`src/design/vbc_pkg.sv`:
```
// shared types, constants and group helper for the variable-byte codec
// no dependencies; imported by every module of the block
package vbc_pkg;

    localparam int WORD_W      = 32;
    localparam int BYTE_W      = 8;
    localparam int GROUP_W     = 7;
    localparam int GROUP_COUNT = 5;
    localparam int IDX_W       = 3;
    localparam int QUEUE_DEPTH = 4;

    localparam logic [IDX_W-1:0] LAST_IDX = IDX_W'(GROUP_COUNT - 1);

    localparam logic OP_ENCODE = 1'b0;
    localparam logic OP_DECODE = 1'b1;

    localparam logic KIND_BYTE = 1'b0;
    localparam logic KIND_WORD = 1'b1;

    typedef struct packed {
        logic              op;
        logic [WORD_W-1:0] word_in;
        logic [BYTE_W-1:0] byte_in;
    } in_t;

    typedef struct packed {
        logic              kind;
        logic [BYTE_W-1:0] byte_out;
        logic [WORD_W-1:0] word_out;
        logic              last;
    } out_t;

    // one unit of work for the back end: a word to serialize or a decoded word
    typedef struct packed {
        logic              is_word;
        logic [WORD_W-1:0] word;
        logic [IDX_W-1:0]  top_idx;
    } job_t;

    function automatic logic [GROUP_W-1:0] group_of(
        input logic [WORD_W-1:0] w,
        input logic [IDX_W-1:0]  idx
    );
        logic [GROUP_W-1:0] g;
        unique case (idx)
            3'd0:    g = w[6:0];
            3'd1:    g = w[13:7];
            3'd2:    g = w[20:14];
            3'd3:    g = w[27:21];
            3'd4:    g = {3'b000, w[31:28]};
            default: g = '0;
        endcase
        return g;
    endfunction

endpackage

```
`src/design/vbc_front.sv`:
```
// front end: takes input beats, finds the leading group of a word to encode,
// collects decode bytes; depends on vbc_pkg
module vbc_front (
    input  logic          clk,
    input  logic          rst_n,
    input  logic          in_fire,
    input  vbc_pkg::in_t  in_data,
    output logic          push,
    output vbc_pkg::job_t push_job
);
    import vbc_pkg::*;

    logic [WORD_W-1:0] acc_reg, acc_next;
    logic [IDX_W-1:0]  cnt_reg, cnt_next;
    logic [WORD_W-1:0] acc_shift;
    logic              dec_done;
    logic [IDX_W-1:0]  top_idx;

    // highest nonzero group, lowest group always sent
    always_comb
    begin
        if (in_data.word_in[31:28] != '0)
            top_idx = 3'd4;
        else if (in_data.word_in[27:21] != '0)
            top_idx = 3'd3;
        else if (in_data.word_in[20:14] != '0)
            top_idx = 3'd2;
        else if (in_data.word_in[13:7] != '0)
            top_idx = 3'd1;
        else
            top_idx = 3'd0;
    end

    assign acc_shift = {acc_reg[WORD_W-GROUP_W-1:0], in_data.byte_in[BYTE_W-1:1]};
    // fifth byte closes the word whatever its flag
    assign dec_done  = !in_data.byte_in[0] || (cnt_reg == LAST_IDX);

    always_comb
    begin
        acc_next = acc_reg;
        cnt_next = cnt_reg;
        push     = 1'b0;
        push_job.is_word = 1'b0;
        push_job.word    = in_data.word_in;
        push_job.top_idx = top_idx;
        if (in_fire)
        begin
            if (in_data.op == OP_ENCODE)
            begin
                push = 1'b1;
            end
            else if (dec_done)
            begin
                push             = 1'b1;
                push_job.is_word = 1'b1;
                push_job.word    = acc_shift;
                push_job.top_idx = '0;
                acc_next         = '0;
                cnt_next         = '0;
            end
            else
            begin
                acc_next = acc_shift;
                cnt_next = cnt_reg + 3'd1;
            end
        end
    end

    always_ff @(posedge clk or negedge rst_n)
    begin
        if (!rst_n)
        begin
            acc_reg <= '0;
            cnt_reg <= '0;
        end
        else
        begin
            acc_reg <= acc_next;
            cnt_reg <= cnt_next;
        end
    end

endmodule

```
`src/design/vbc_queue.sv`:
```
// short job queue between front and back end
// depends on vbc_pkg for the job type
module vbc_queue #(
    parameter int Depth = vbc_pkg::QUEUE_DEPTH
) (
    input  logic          clk,
    input  logic          rst_n,
    input  logic          push,
    input  vbc_pkg::job_t push_job,
    output logic          full,
    output logic          pop_valid,
    input  logic          pop,
    output vbc_pkg::job_t pop_job
);
    import vbc_pkg::*;

    localparam int PtrW = (Depth > 1) ? $clog2(Depth) : 1;
    localparam int CntW = $clog2(Depth + 1);
    localparam logic [PtrW-1:0] PtrMax = PtrW'(Depth - 1);
    localparam logic [CntW-1:0] CntMax = CntW'(Depth);

    job_t            mem [Depth];
    logic [PtrW-1:0] wr_ptr_reg, wr_ptr_next;
    logic [PtrW-1:0] rd_ptr_reg, rd_ptr_next;
    logic [CntW-1:0] cnt_reg, cnt_next;
    logic            do_push, do_pop;

    assign full      = (cnt_reg == CntMax);
    assign pop_valid = (cnt_reg != '0);
    assign do_push   = push && !full;
    assign do_pop    = pop && pop_valid;
    assign pop_job   = mem[rd_ptr_reg];

    always_comb
    begin
        wr_ptr_next = wr_ptr_reg;
        rd_ptr_next = rd_ptr_reg;
        cnt_next    = cnt_reg;
        if (do_push)
            wr_ptr_next = (wr_ptr_reg == PtrMax) ? '0 : wr_ptr_reg + PtrW'(1);
        if (do_pop)
            rd_ptr_next = (rd_ptr_reg == PtrMax) ? '0 : rd_ptr_reg + PtrW'(1);
        if (do_push && !do_pop)
            cnt_next = cnt_reg + CntW'(1);
        else if (do_pop && !do_push)
            cnt_next = cnt_reg - CntW'(1);
    end

    always_ff @(posedge clk)
    begin
        if (do_push)
            mem[wr_ptr_reg] <= push_job;
    end

    always_ff @(posedge clk or negedge rst_n)
    begin
        if (!rst_n)
        begin
            wr_ptr_reg <= '0;
            rd_ptr_reg <= '0;
            cnt_reg    <= '0;
        end
        else
        begin
            wr_ptr_reg <= wr_ptr_next;
            rd_ptr_reg <= rd_ptr_next;
            cnt_reg    <= cnt_next;
        end
    end

endmodule

```
`src/design/vbc_back.sv`:
```
// back end: serializes encode jobs into bytes, passes decoded words,
// drives the output register; depends on vbc_pkg
module vbc_back (
    input  logic          clk,
    input  logic          rst_n,
    input  logic          job_avail,
    input  vbc_pkg::job_t job_in,
    output logic          pop,
    output logic          out_valid,
    input  logic          out_stall,
    output vbc_pkg::out_t out_data
);
    import vbc_pkg::*;

    logic             job_valid_reg, job_valid_next;
    job_t             job_reg, job_next;
    logic [IDX_W-1:0] idx_reg, idx_next;
    logic             out_valid_reg, out_valid_next;
    out_t             out_reg, out_next;
    logic             out_free, emit, done;
    logic [GROUP_W-1:0] grp;

    assign out_free = !out_valid_reg || !out_stall;
    assign emit     = job_valid_reg && out_free;
    assign done     = emit && (job_reg.is_word || (idx_reg == '0));
    assign pop      = job_avail && (!job_valid_reg || done);
    assign grp      = group_of(job_reg.word, idx_reg);

    always_comb
    begin
        job_valid_next = job_valid_reg;
        job_next       = job_reg;
        idx_next       = idx_reg;
        if (pop)
        begin
            job_valid_next = 1'b1;
            job_next       = job_in;
            idx_next       = job_in.top_idx;
        end
        else if (done)
            job_valid_next = 1'b0;
        else if (emit)
            idx_next = idx_reg - 3'd1;
    end

    always_comb
    begin
        out_valid_next = out_valid_reg;
        out_next       = out_reg;
        if (emit)
        begin
            out_valid_next = 1'b1;
            if (job_reg.is_word)
            begin
                out_next.kind     = KIND_WORD;
                out_next.byte_out = '0;
                out_next.word_out = job_reg.word;
                out_next.last     = 1'b1;
            end
            else
            begin
                out_next.kind     = KIND_BYTE;
                out_next.byte_out = {grp, idx_reg != '0};
                out_next.word_out = '0;
                out_next.last     = (idx_reg == '0);
            end
        end
        else if (!out_stall)
            out_valid_next = 1'b0;
    end

    always_ff @(posedge clk or negedge rst_n)
    begin
        if (!rst_n)
        begin
            job_valid_reg <= 1'b0;
            out_valid_reg <= 1'b0;
        end
        else
        begin
            job_valid_reg <= job_valid_next;
            out_valid_reg <= out_valid_next;
        end
    end

    always_ff @(posedge clk)
    begin
        job_reg <= job_next;
        idx_reg <= idx_next;
        out_reg <= out_next;
    end

    assign out_valid = out_valid_reg;
    assign out_data  = out_reg;

endmodule

```
`src/design/variable_byte_codec_top.sv`:
```
// top level of the variable-byte codec: front end, job queue, back end
// depends on vbc_pkg, vbc_front, vbc_queue, vbc_back
//
// Each input beat either encodes a 32-bit word (op 0) or feeds one coded
// byte to the decoder (op 1). An encode yields one to five byte beats, most
// significant 7-bit group first, continuation flag in bit 0. A decode byte
// yields a word beat when its flag is clear or it is the fifth byte of the
// word, otherwise nothing. Input is taken one beat per cycle while the job
// queue (QueueDepth entries) has room; the back end sends one output beat per
// cycle while the output is not stalled, one per byte for an encode and a
// single word beat for a decoded word. With nothing waiting ahead of it, an
// item passes through the job queue, the back end's job register and the
// output register before its first output beat is presented. Results come
// out in input order; encodes do not disturb a partly collected decode word.
module variable_byte_codec_top #(
    parameter int QueueDepth = vbc_pkg::QUEUE_DEPTH
) (
    input  logic          clk,
    input  logic          rst_n,
    input  logic          in_valid,
    output logic          in_stall,
    input  vbc_pkg::in_t  in_data,
    output logic          out_valid,
    input  logic          out_stall,
    output vbc_pkg::out_t out_data
);
    import vbc_pkg::*;

    logic in_fire;
    logic push, full, pop, pop_valid;
    job_t push_job, pop_job;

    assign in_stall = full;
    assign in_fire  = in_valid && !full;

    vbc_front u_front (
        .clk      (clk),
        .rst_n    (rst_n),
        .in_fire  (in_fire),
        .in_data  (in_data),
        .push     (push),
        .push_job (push_job)
    );

    vbc_queue #(
        .Depth (QueueDepth)
    ) u_queue (
        .clk       (clk),
        .rst_n     (rst_n),
        .push      (push),
        .push_job  (push_job),
        .full      (full),
        .pop_valid (pop_valid),
        .pop       (pop),
        .pop_job   (pop_job)
    );

    vbc_back u_back (
        .clk       (clk),
        .rst_n     (rst_n),
        .job_avail (pop_valid),
        .job_in    (pop_job),
        .pop       (pop),
        .out_valid (out_valid),
        .out_stall (out_stall),
        .out_data  (out_data)
    );

`ifndef SYNTH
    // a push never lands on a full queue
    a_no_overflow: assert property (@(posedge clk) disable iff (!rst_n)
        push |-> !full)
        else $error("job pushed into full queue");

    // decoded word beats are always final and carry no byte
    a_word_beat: assert property (@(posedge clk) disable iff (!rst_n)
        (out_valid && out_data.kind == KIND_WORD)
            |-> (out_data.last && out_data.byte_out == '0))
        else $error("malformed word beat");

    // continuation flag and last mark agree on byte beats
    a_byte_flag: assert property (@(posedge clk) disable iff (!rst_n)
        (out_valid && out_data.kind == KIND_BYTE)
            |-> (out_data.byte_out[0] != out_data.last))
        else $error("continuation flag disagrees with last");
`endif

endmodule

```
`config.mk`:
```
export PLATFORM = sky130hd
export DESIGN_NAME = variable_byte_codec_top
export DESIGN_NICKNAME = d
export VERILOG_FILES = /design/src/design/vbc_pkg.sv /design/src/design/vbc_front.sv /design/src/design/vbc_queue.sv /design/src/design/vbc_back.sv /design/src/design/variable_byte_codec_top.sv
export SDC_FILE = /design/constraint.sdc
export NUM_CORES = 1
export LEC_CHECK = 0
export BUFFER_PORTS_ARGS = -buffer_cell sky130_fd_sc_hd__buf_4
export CORE_AREA = 2 2 205 207
export CTS_CLUSTER_DIAMETER = 150
export DETAILED_ROUTE_END_ITERATION = 16
export DIE_AREA = 0 0 207 209
export GPL_ROUTABILITY_DRIVEN = 0
export GPL_TIMING_DRIVEN = 0
export MAX_ROUTING_LAYER = met4
export PLACE_DENSITY = 0.4
export SLEW_MARGIN = 20
export SYNTH_ARGS = -nofsm -noshare
export SYNTH_HDL_FRONTEND = slang
export SYNTH_SLANG_ARGS = --single-unit
```
`constraint.sdc`:
```
create_clock -name clk -period 3.9 [get_ports clk]
set_input_delay 0.39 -clock clk [delete_from_list [all_inputs] [get_ports clk]]
set_output_delay 0.39 -clock clk [all_outputs]
set_load 0.1 [all_outputs]
```
### After elaboration in Yosys (flattened, before gate mapping)

Memory sizes are Yosys's and may differ from the RTL's.
Cells that the tools add are included.

| word-level totals | value |
|---|---|
| bits in registers | 115 |
| bits in writable memories | 144 |
| bits of input ports | 45 |
| output and inout port bits | 44 |
| logic and storage cells | 89 |
| memories kept | 1 |

Memory list:

| name | words | bits a word | rd ports | clocked after Yosys merged registers in | wr ports | line | text |
|---|---|---|---|---|---|---|---|
| u_queue.mem | 4 | 36 | 1 | 0 | 1 | vbc_queue.sv:22 | `job_t mem [Depth];` |

| cells by class | value |
|---|---|
| add/sub/neg operators | 6 |
| equality and inequality tests | 10 |
| muxes and demuxes | 27 |
| reduce and logical (&&, ||, !) cells | 31 |

Operator list:

| cell | count |
|---|---|
| two-way mux 36 bit | 3 |
| two-way mux 42 bit | 1 |
| one-hot mux 7 bit (5 select lines) | 1 |
| two-way mux 3 bit | 9 |
| two-way mux 25 bit | 1 |
| nonzero test 7 bit | 3 |
| two-way mux 1 bit | 10 |
| equality test 3 bit, second input constant | 3 |
| logical AND 1 bit | 8 |
| logical NOT 1 bit | 7 |
| adder 3 x 1 -> 3 bit, second input constant | 2 |
| equality test 3 x 2 -> 1 bit, second input constant | 2 |
| nonzero test 2 bit | 3 |
| nonzero test 3 bit | 2 |
| subtractor 3 x 1 -> 3 bit, second input constant | 2 |
| adder 2 x 1 -> 2 bit, second input constant | 2 |
| equality test 2 bit, second input constant | 2 |
| logical OR 1 bit | 4 |
| two-way mux 2 bit | 2 |
| AND reduction 2 bit | 2 |
| nonzero test 4 bit | 1 |
| equality test 3 x 1 -> 1 bit, second input constant | 1 |
| logical NOT 3 bit | 1 |
| != test 2 x 1 -> 1 bit, second input constant | 1 |
| != test 2 bit, second input constant | 1 |

### Depth between registers and ports, before layout

| depth | value |
|---|---|
| word-level depth | 10 |
| depth in mapped cells | 11 |
| gate-level depth less buffers | 11 |

### Cells and area by module

From an unflattened synthesis, not the netlist that was laid out.

| second synthesis, totals | value |
|---|---|
| cells, all modules | 524 |
| area, all modules | 10286.1 um^2 |

By module, submodules not included:

| module | instances | cells each | area each (um^2) | seq. area each (um^2) |
|---|---|---|---|---|
| vbc_queue | 1 | 225 | 5656.7 | 4499.3 |
| vbc_back | 1 | 177 | 3054.2 | 2392.3 |
| vbc_front | 1 | 121 | 1561.5 | 700.7 |
| variable_byte_codec_top | 1 | 1 | 13.8 | 0.0 |

### Least setup slack after synthesis

No wires, ideal clock.

| timing path | value |
|---|---|
| path type | reg-to-reg |
| from | register u_back.out_valid_reg (netlist: u_back.out_valid) |
| to | register u_queue.cnt_reg[1] |
| setup time | 125 ps |
| data arrival time | 3275 ps |
| required time | 3775 ps |
| path slack | 500 ps |
| cell stages (with the launch flop) | 8 |
| buffers on the path | 0 |
| period minus slack after synthesis | 3400 ps |
| cell sequence | dfrtp_1 and3_1 a211oi_4 inv_1 ha_1 inv_1 fa_1 mux2_2 |

| between the ends | value |
|---|---|
| word-level cells in the longest chain between the ends | 10 |
| elaborated cells on any way between the ends | 12 |

Ends and longest elaborated chain:

| item | line | text |
|---|---|---|
| from (decl) | vbc_back.sv:18 | `logic out_valid_reg, out_valid_next;` |
| from (signal assigned) | vbc_back.sv:82 | `out_valid_reg <= out_valid_next;` |
| logical NOT 1 bit | vbc_back.sv:23 | `assign out_free = !out_valid_reg \|\| !out_stall;` |
| logical OR 1 bit | vbc_back.sv:23 |  |
| logical AND 1 bit | vbc_back.sv:24 | `assign emit = job_valid_reg && out_free;` |
| logical AND 1 bit | vbc_back.sv:25 | `assign done = emit && (job_reg.is_word \|\| (idx_reg == '0));` |
| logical OR 1 bit | vbc_back.sv:26 | `assign pop = job_avail && (!job_valid_reg \|\| done);` |
| logical AND 1 bit | vbc_back.sv:26 |  |
| named net pop | variable_byte_codec_top.sv:30 | `logic push, full, pop, pop_valid;` |
| logical AND 1 bit | vbc_queue.sv:31 | `assign do_pop = pop && pop_valid;` |
| logical NOT 1 bit | vbc_queue.sv:43 | `if (do_push && !do_pop)` |
| logical AND 1 bit | vbc_queue.sv:43 |  |
| two-way mux 3 bit | vbc_queue.sv:43 |  |
| named net u_queue.cnt_next[1] | vbc_queue.sv:25 | `logic [CntW-1:0] cnt_reg, cnt_next;` |
| to (signal assigned) | vbc_queue.sv:67 | `cnt_reg <= cnt_next;` |
| to (decl) | vbc_queue.sv:25 |  |

The timed path passes the listed nets, and every way through them passes these cells.
A chain may end at the register's enable or synchronous reset.

### Worst setup path in the final report

| timing path | value |
|---|---|
| from | register u_back.idx_reg[0] |
| to | register u_queue.cnt_reg[1] |

| between the ends | value |
|---|---|
| word-level cells in the longest chain between the ends | 9 |
| elaborated cells on any way between the ends | 11 |

Ends and longest elaborated chain:

| item | line | text |
|---|---|---|
| from (decl) | vbc_back.sv:17 | `logic [IDX_W-1:0] idx_reg, idx_next;` |
| from (signal assigned) | vbc_back.sv:89 | `idx_reg <= idx_next;` |
| logical NOT 3 bit | vbc_back.sv:25 |  |
| logical OR 1 bit | vbc_back.sv:25 |  |
| logical AND 1 bit | vbc_back.sv:25 |  |
| logical OR 1 bit | vbc_back.sv:26 |  |
| logical AND 1 bit | vbc_back.sv:26 |  |
| named net pop | variable_byte_codec_top.sv:30 |  |
| logical AND 1 bit | vbc_queue.sv:31 |  |
| logical NOT 1 bit | vbc_queue.sv:43 |  |
| logical AND 1 bit | vbc_queue.sv:43 |  |
| two-way mux 3 bit | vbc_queue.sv:43 |  |
| named net u_queue.cnt_next[1] | vbc_queue.sv:25 |  |

The timed path passes the listed nets, and every way through them passes these cells.

==> flow_summary.toml <==
[run_status]
status = "finished, final reports clean"

[routing]
ant_nets = 0
drt_first_pass_iters = 4
route.detailed.drc = 0
finalWirelength_mm = 23.3
via_per_inst = 4.15
vias = 5019
first_iter_violations = 283
wl_per_cell_um = 19.3

[yosys]
synth_edf_count = 222
syn_nets = 580
synth_top_cell_by_area = "edfxtp_1"
synth_simple_gate_area_share_pct = 4.31
synth_seq_cells = 259
synthArstFlopShare_pct = 14.3
synth.top_cells.by_area = "edfxtp_1 (65%), dfrtp_1 (9.1%), mux4_2 (8.0%), mux2_2 (4.1%), and2_1 (2.3%)"
syn_area_per_cell_um2 = 19.6
synthAdderAreaFrac_pct = 1.79
netlist.area_leader.share_pct = 65.4
synthFlopType = "edfxtp_1"
muxShareOfSynthArea_pct = 12.5
syn_area_um2 = 10200
yosys_warnings = 0
netlist_instances = 521
ys_types = 43
synth_top_family_by_area = "multiplexers"
synth-compound-area-share_pct = 4.83
yosysSeqAreaShare_pct = 74.5
synth_xor_xnor_area_share_pct = 0.344

[clocking]
clk_latency_ns = 0.53
cts_sinks = 259
cts-buffers-inserted = 29
cts_tree = "built"
cts_max_path_buffers = 3
ctsResizeCount = 0
htreeDepth = 1
clkSlewWorstSetupHoldPaths_ns = 0.06
clockRootBuffer = "clkbuf_16"

[run]
drv_cap = 0

[setup_path]
r2r-start = "u_back.idx_reg[0]$_DFFE_PP_"
critical_path_class = "reg2reg"
critPathCaptureType = "flop"
critPathMaxFanout = 12
critical_path_arrival_ns = 3.48
critPathLaunchType = "flop"
required_ns = 4.32
reg2reg_setup_slack_ns = 0.85
reg2reg_to = "u_queue.cnt_reg[1]$_DFFE_PN0P_"
endpoint = "u_queue.cnt_reg[1]$_DFFE_PN0P_"
rr_worst_depth = 9
crit_start = "u_back.idx_reg[0]$_DFFE_PP_"

[pwr]
p_per_area_nw_per_um2 = 827
p_seq_share_pct = 40.0
vdd_drop_max_mv = 0.327
intPower_mw = 6.95
clkPwrFrac_pct = 28.7
pwr-share-comb_pct = 31.3
p_sw_share_pct = 34.2
p_leak_nw = 4.53
p_switching_mw = 3.62

[sta]
setup_slack_ns = 0.846
period_share_pct = 78.3
hold_slack_ns = 0.0762
finalMaxSlewViolations = 0
fin_tns_setup_ns = 0
setup_viol = 0
rsz0062_at_grt = "false"
hold_violations = 0
clock.fmax_mhz = 327
tightest_slew_ns = 0.847
slew_headroom_pct = 43.1
period_needed_ns = 3.05
finalClockSkew_ns = 0.00860

[placed_design]
dpl_cell_area_um2 = 11700
dp.final_hpwl_mm = 17.1
pre_cts_ws_ns = 0.831
place_inst = 1155
portBuffers = 88

[layout]
largest_reg_flops = 144
drive_above_1_share_pct = 36.4
design_area_um2 = 12800
syn2layout_area_growth_pct = 25.4
final_cell_count_no_fill = 1209
nNetsFinal = 707
diodes = 0

[floorplanning]
num_rows = 75
start_util_pct = 24.7
coreArea_um2 = 41300
design.die.area_um2 = 43300
pin_count = 89
die_w_um = 207
die_h_um = 209

[grt]
grt_use_total_pct = 10.9
antenna_found_initial = 0
grt_pass1_wl_mm = 34.5
grt_pass1_vias = 5422
globalRouteOverflowTotal = 0
grt_max_degree = 38

[hold_path]
hold_path_class = "in2reg"
-- critical path: stages (launching register included) --
cell and delay [ns]:
edfxtp_1 0.42, inv_1 0.14, ha_1 0.33, nand2b_1 0.19, a211oi_4 0.76, inv_1 0.10
ha_1 0.26, inv_1 0.08, fa_1 0.39, mux2_2 0.27
-- metal layers --
metal,global-route usage [%],wire [um],up-vias
li1,-,-,2328
met3,1.73,1110,40
met4,3.30,655,0
met2,17.2,10900,123
met1,14.6,10700,2528
met5,-,0,-
-- placed cells by master, fill, tap and decap left out, types with 12 or more instances in the layout --
master and instances:
a22o_1 26, and2_1 32, buf_4 91, clkbuf_16 29, dfrtp_1 37, edfxtp_1 222
ha_1 13, inv_1 12, mux2_2 37, mux4_2 36
-- per-stage QoR --
stage               total power [mW]  utilization (%)
detailed placement              7.67             28.3
global placement                7.52             27.9
floorplan                       6.61                -
finish                          10.6             31.0
CTS                             10.7             31.0
global route                    11.1             31.0
-- power groups by stage --
stage	registers (mW)	logic (mW)	clock network (mW)
floorplan	5.17	1.44	0
global placement	4.29	3.23	0
detailed placement	4.30	3.36	0
CTS	4.25	3.37	3.11
global route	4.29	3.54	3.22
finish	4.23	3.30	3.04
-- cells by family after synthesis --
| group | Yosys count |
|---|---|
| flops | 259 |
| mux | 77 |
| simple gates | 71 |
| compound gates | 59 |
| buf+inv | 37 |
| fa+ha+maj | 14 |
| xor+xnor | 4 |
-- layout make-up --
class                      count  area, um2
tap                          539        674
inverter                      12       45.0
multi-input combinational    225       2430
sequential                   259       7590
clock inverter                23        354
buffer                        25        133
clock buffer                  30        729
timing repair buffer          96        827
fill                        4030      28500
-- synthesized netlist by cell type, drive strengths merged (2+ instances only) --
| cell type | n |
|---|---|
| nor4 | 3 |
| and2 | 37 |
| dfrtp | 37 |
| a211oi | 2 |
| a32oi | 4 |
| nand2b | 2 |
| a21oi | 5 |
| nor3b | 2 |
| mux2 | 40 |
| clkbuf | 9 |
| nor2 | 5 |
| or4 | 2 |
| mux4 | 36 |
| nor3 | 3 |
| a22oi | 10 |
| a22o | 26 |
| a31oi | 5 |
| edfxtp | 222 |
| nor2b | 5 |
| inv | 12 |
| ha | 13 |
| nand2 | 8 |
| o31ai | 3 |
| buf | 16 |
| xor2 | 3 |
-- worst min-delay path by stage --
stage	startpoint	end	slack (ns)	cells past startpoint
after CTS	in_data[2]	u_front.acc_reg[1]$_DFFE_PN0P_	0.05	2
after floorplan	rst_n	u_back.job_valid_reg$_DFFE_PN0P_	0.09	0
after global routing	in_data[3]	u_front.acc_reg[2]$_DFFE_PN0P_	0.06	2
final	in_data[2]	u_front.acc_reg[1]$_DFFE_PN0P_	0.08	2
after global placement	rst_n	u_queue.cnt_reg[1]$_DFFE_PN0P_	0.40	1
after detailed placement	rst_n	u_queue.cnt_reg[0]$_DFFE_PN0P_	0.41	1
-- repair_timing --
action | 4_1_cts | 5_1_grt
buffers inserted | 0 | 0
endpoints found under the hold margin | 37 | 0
hold buffers | 1 | 0
Power figures use the tool's default switching activity.
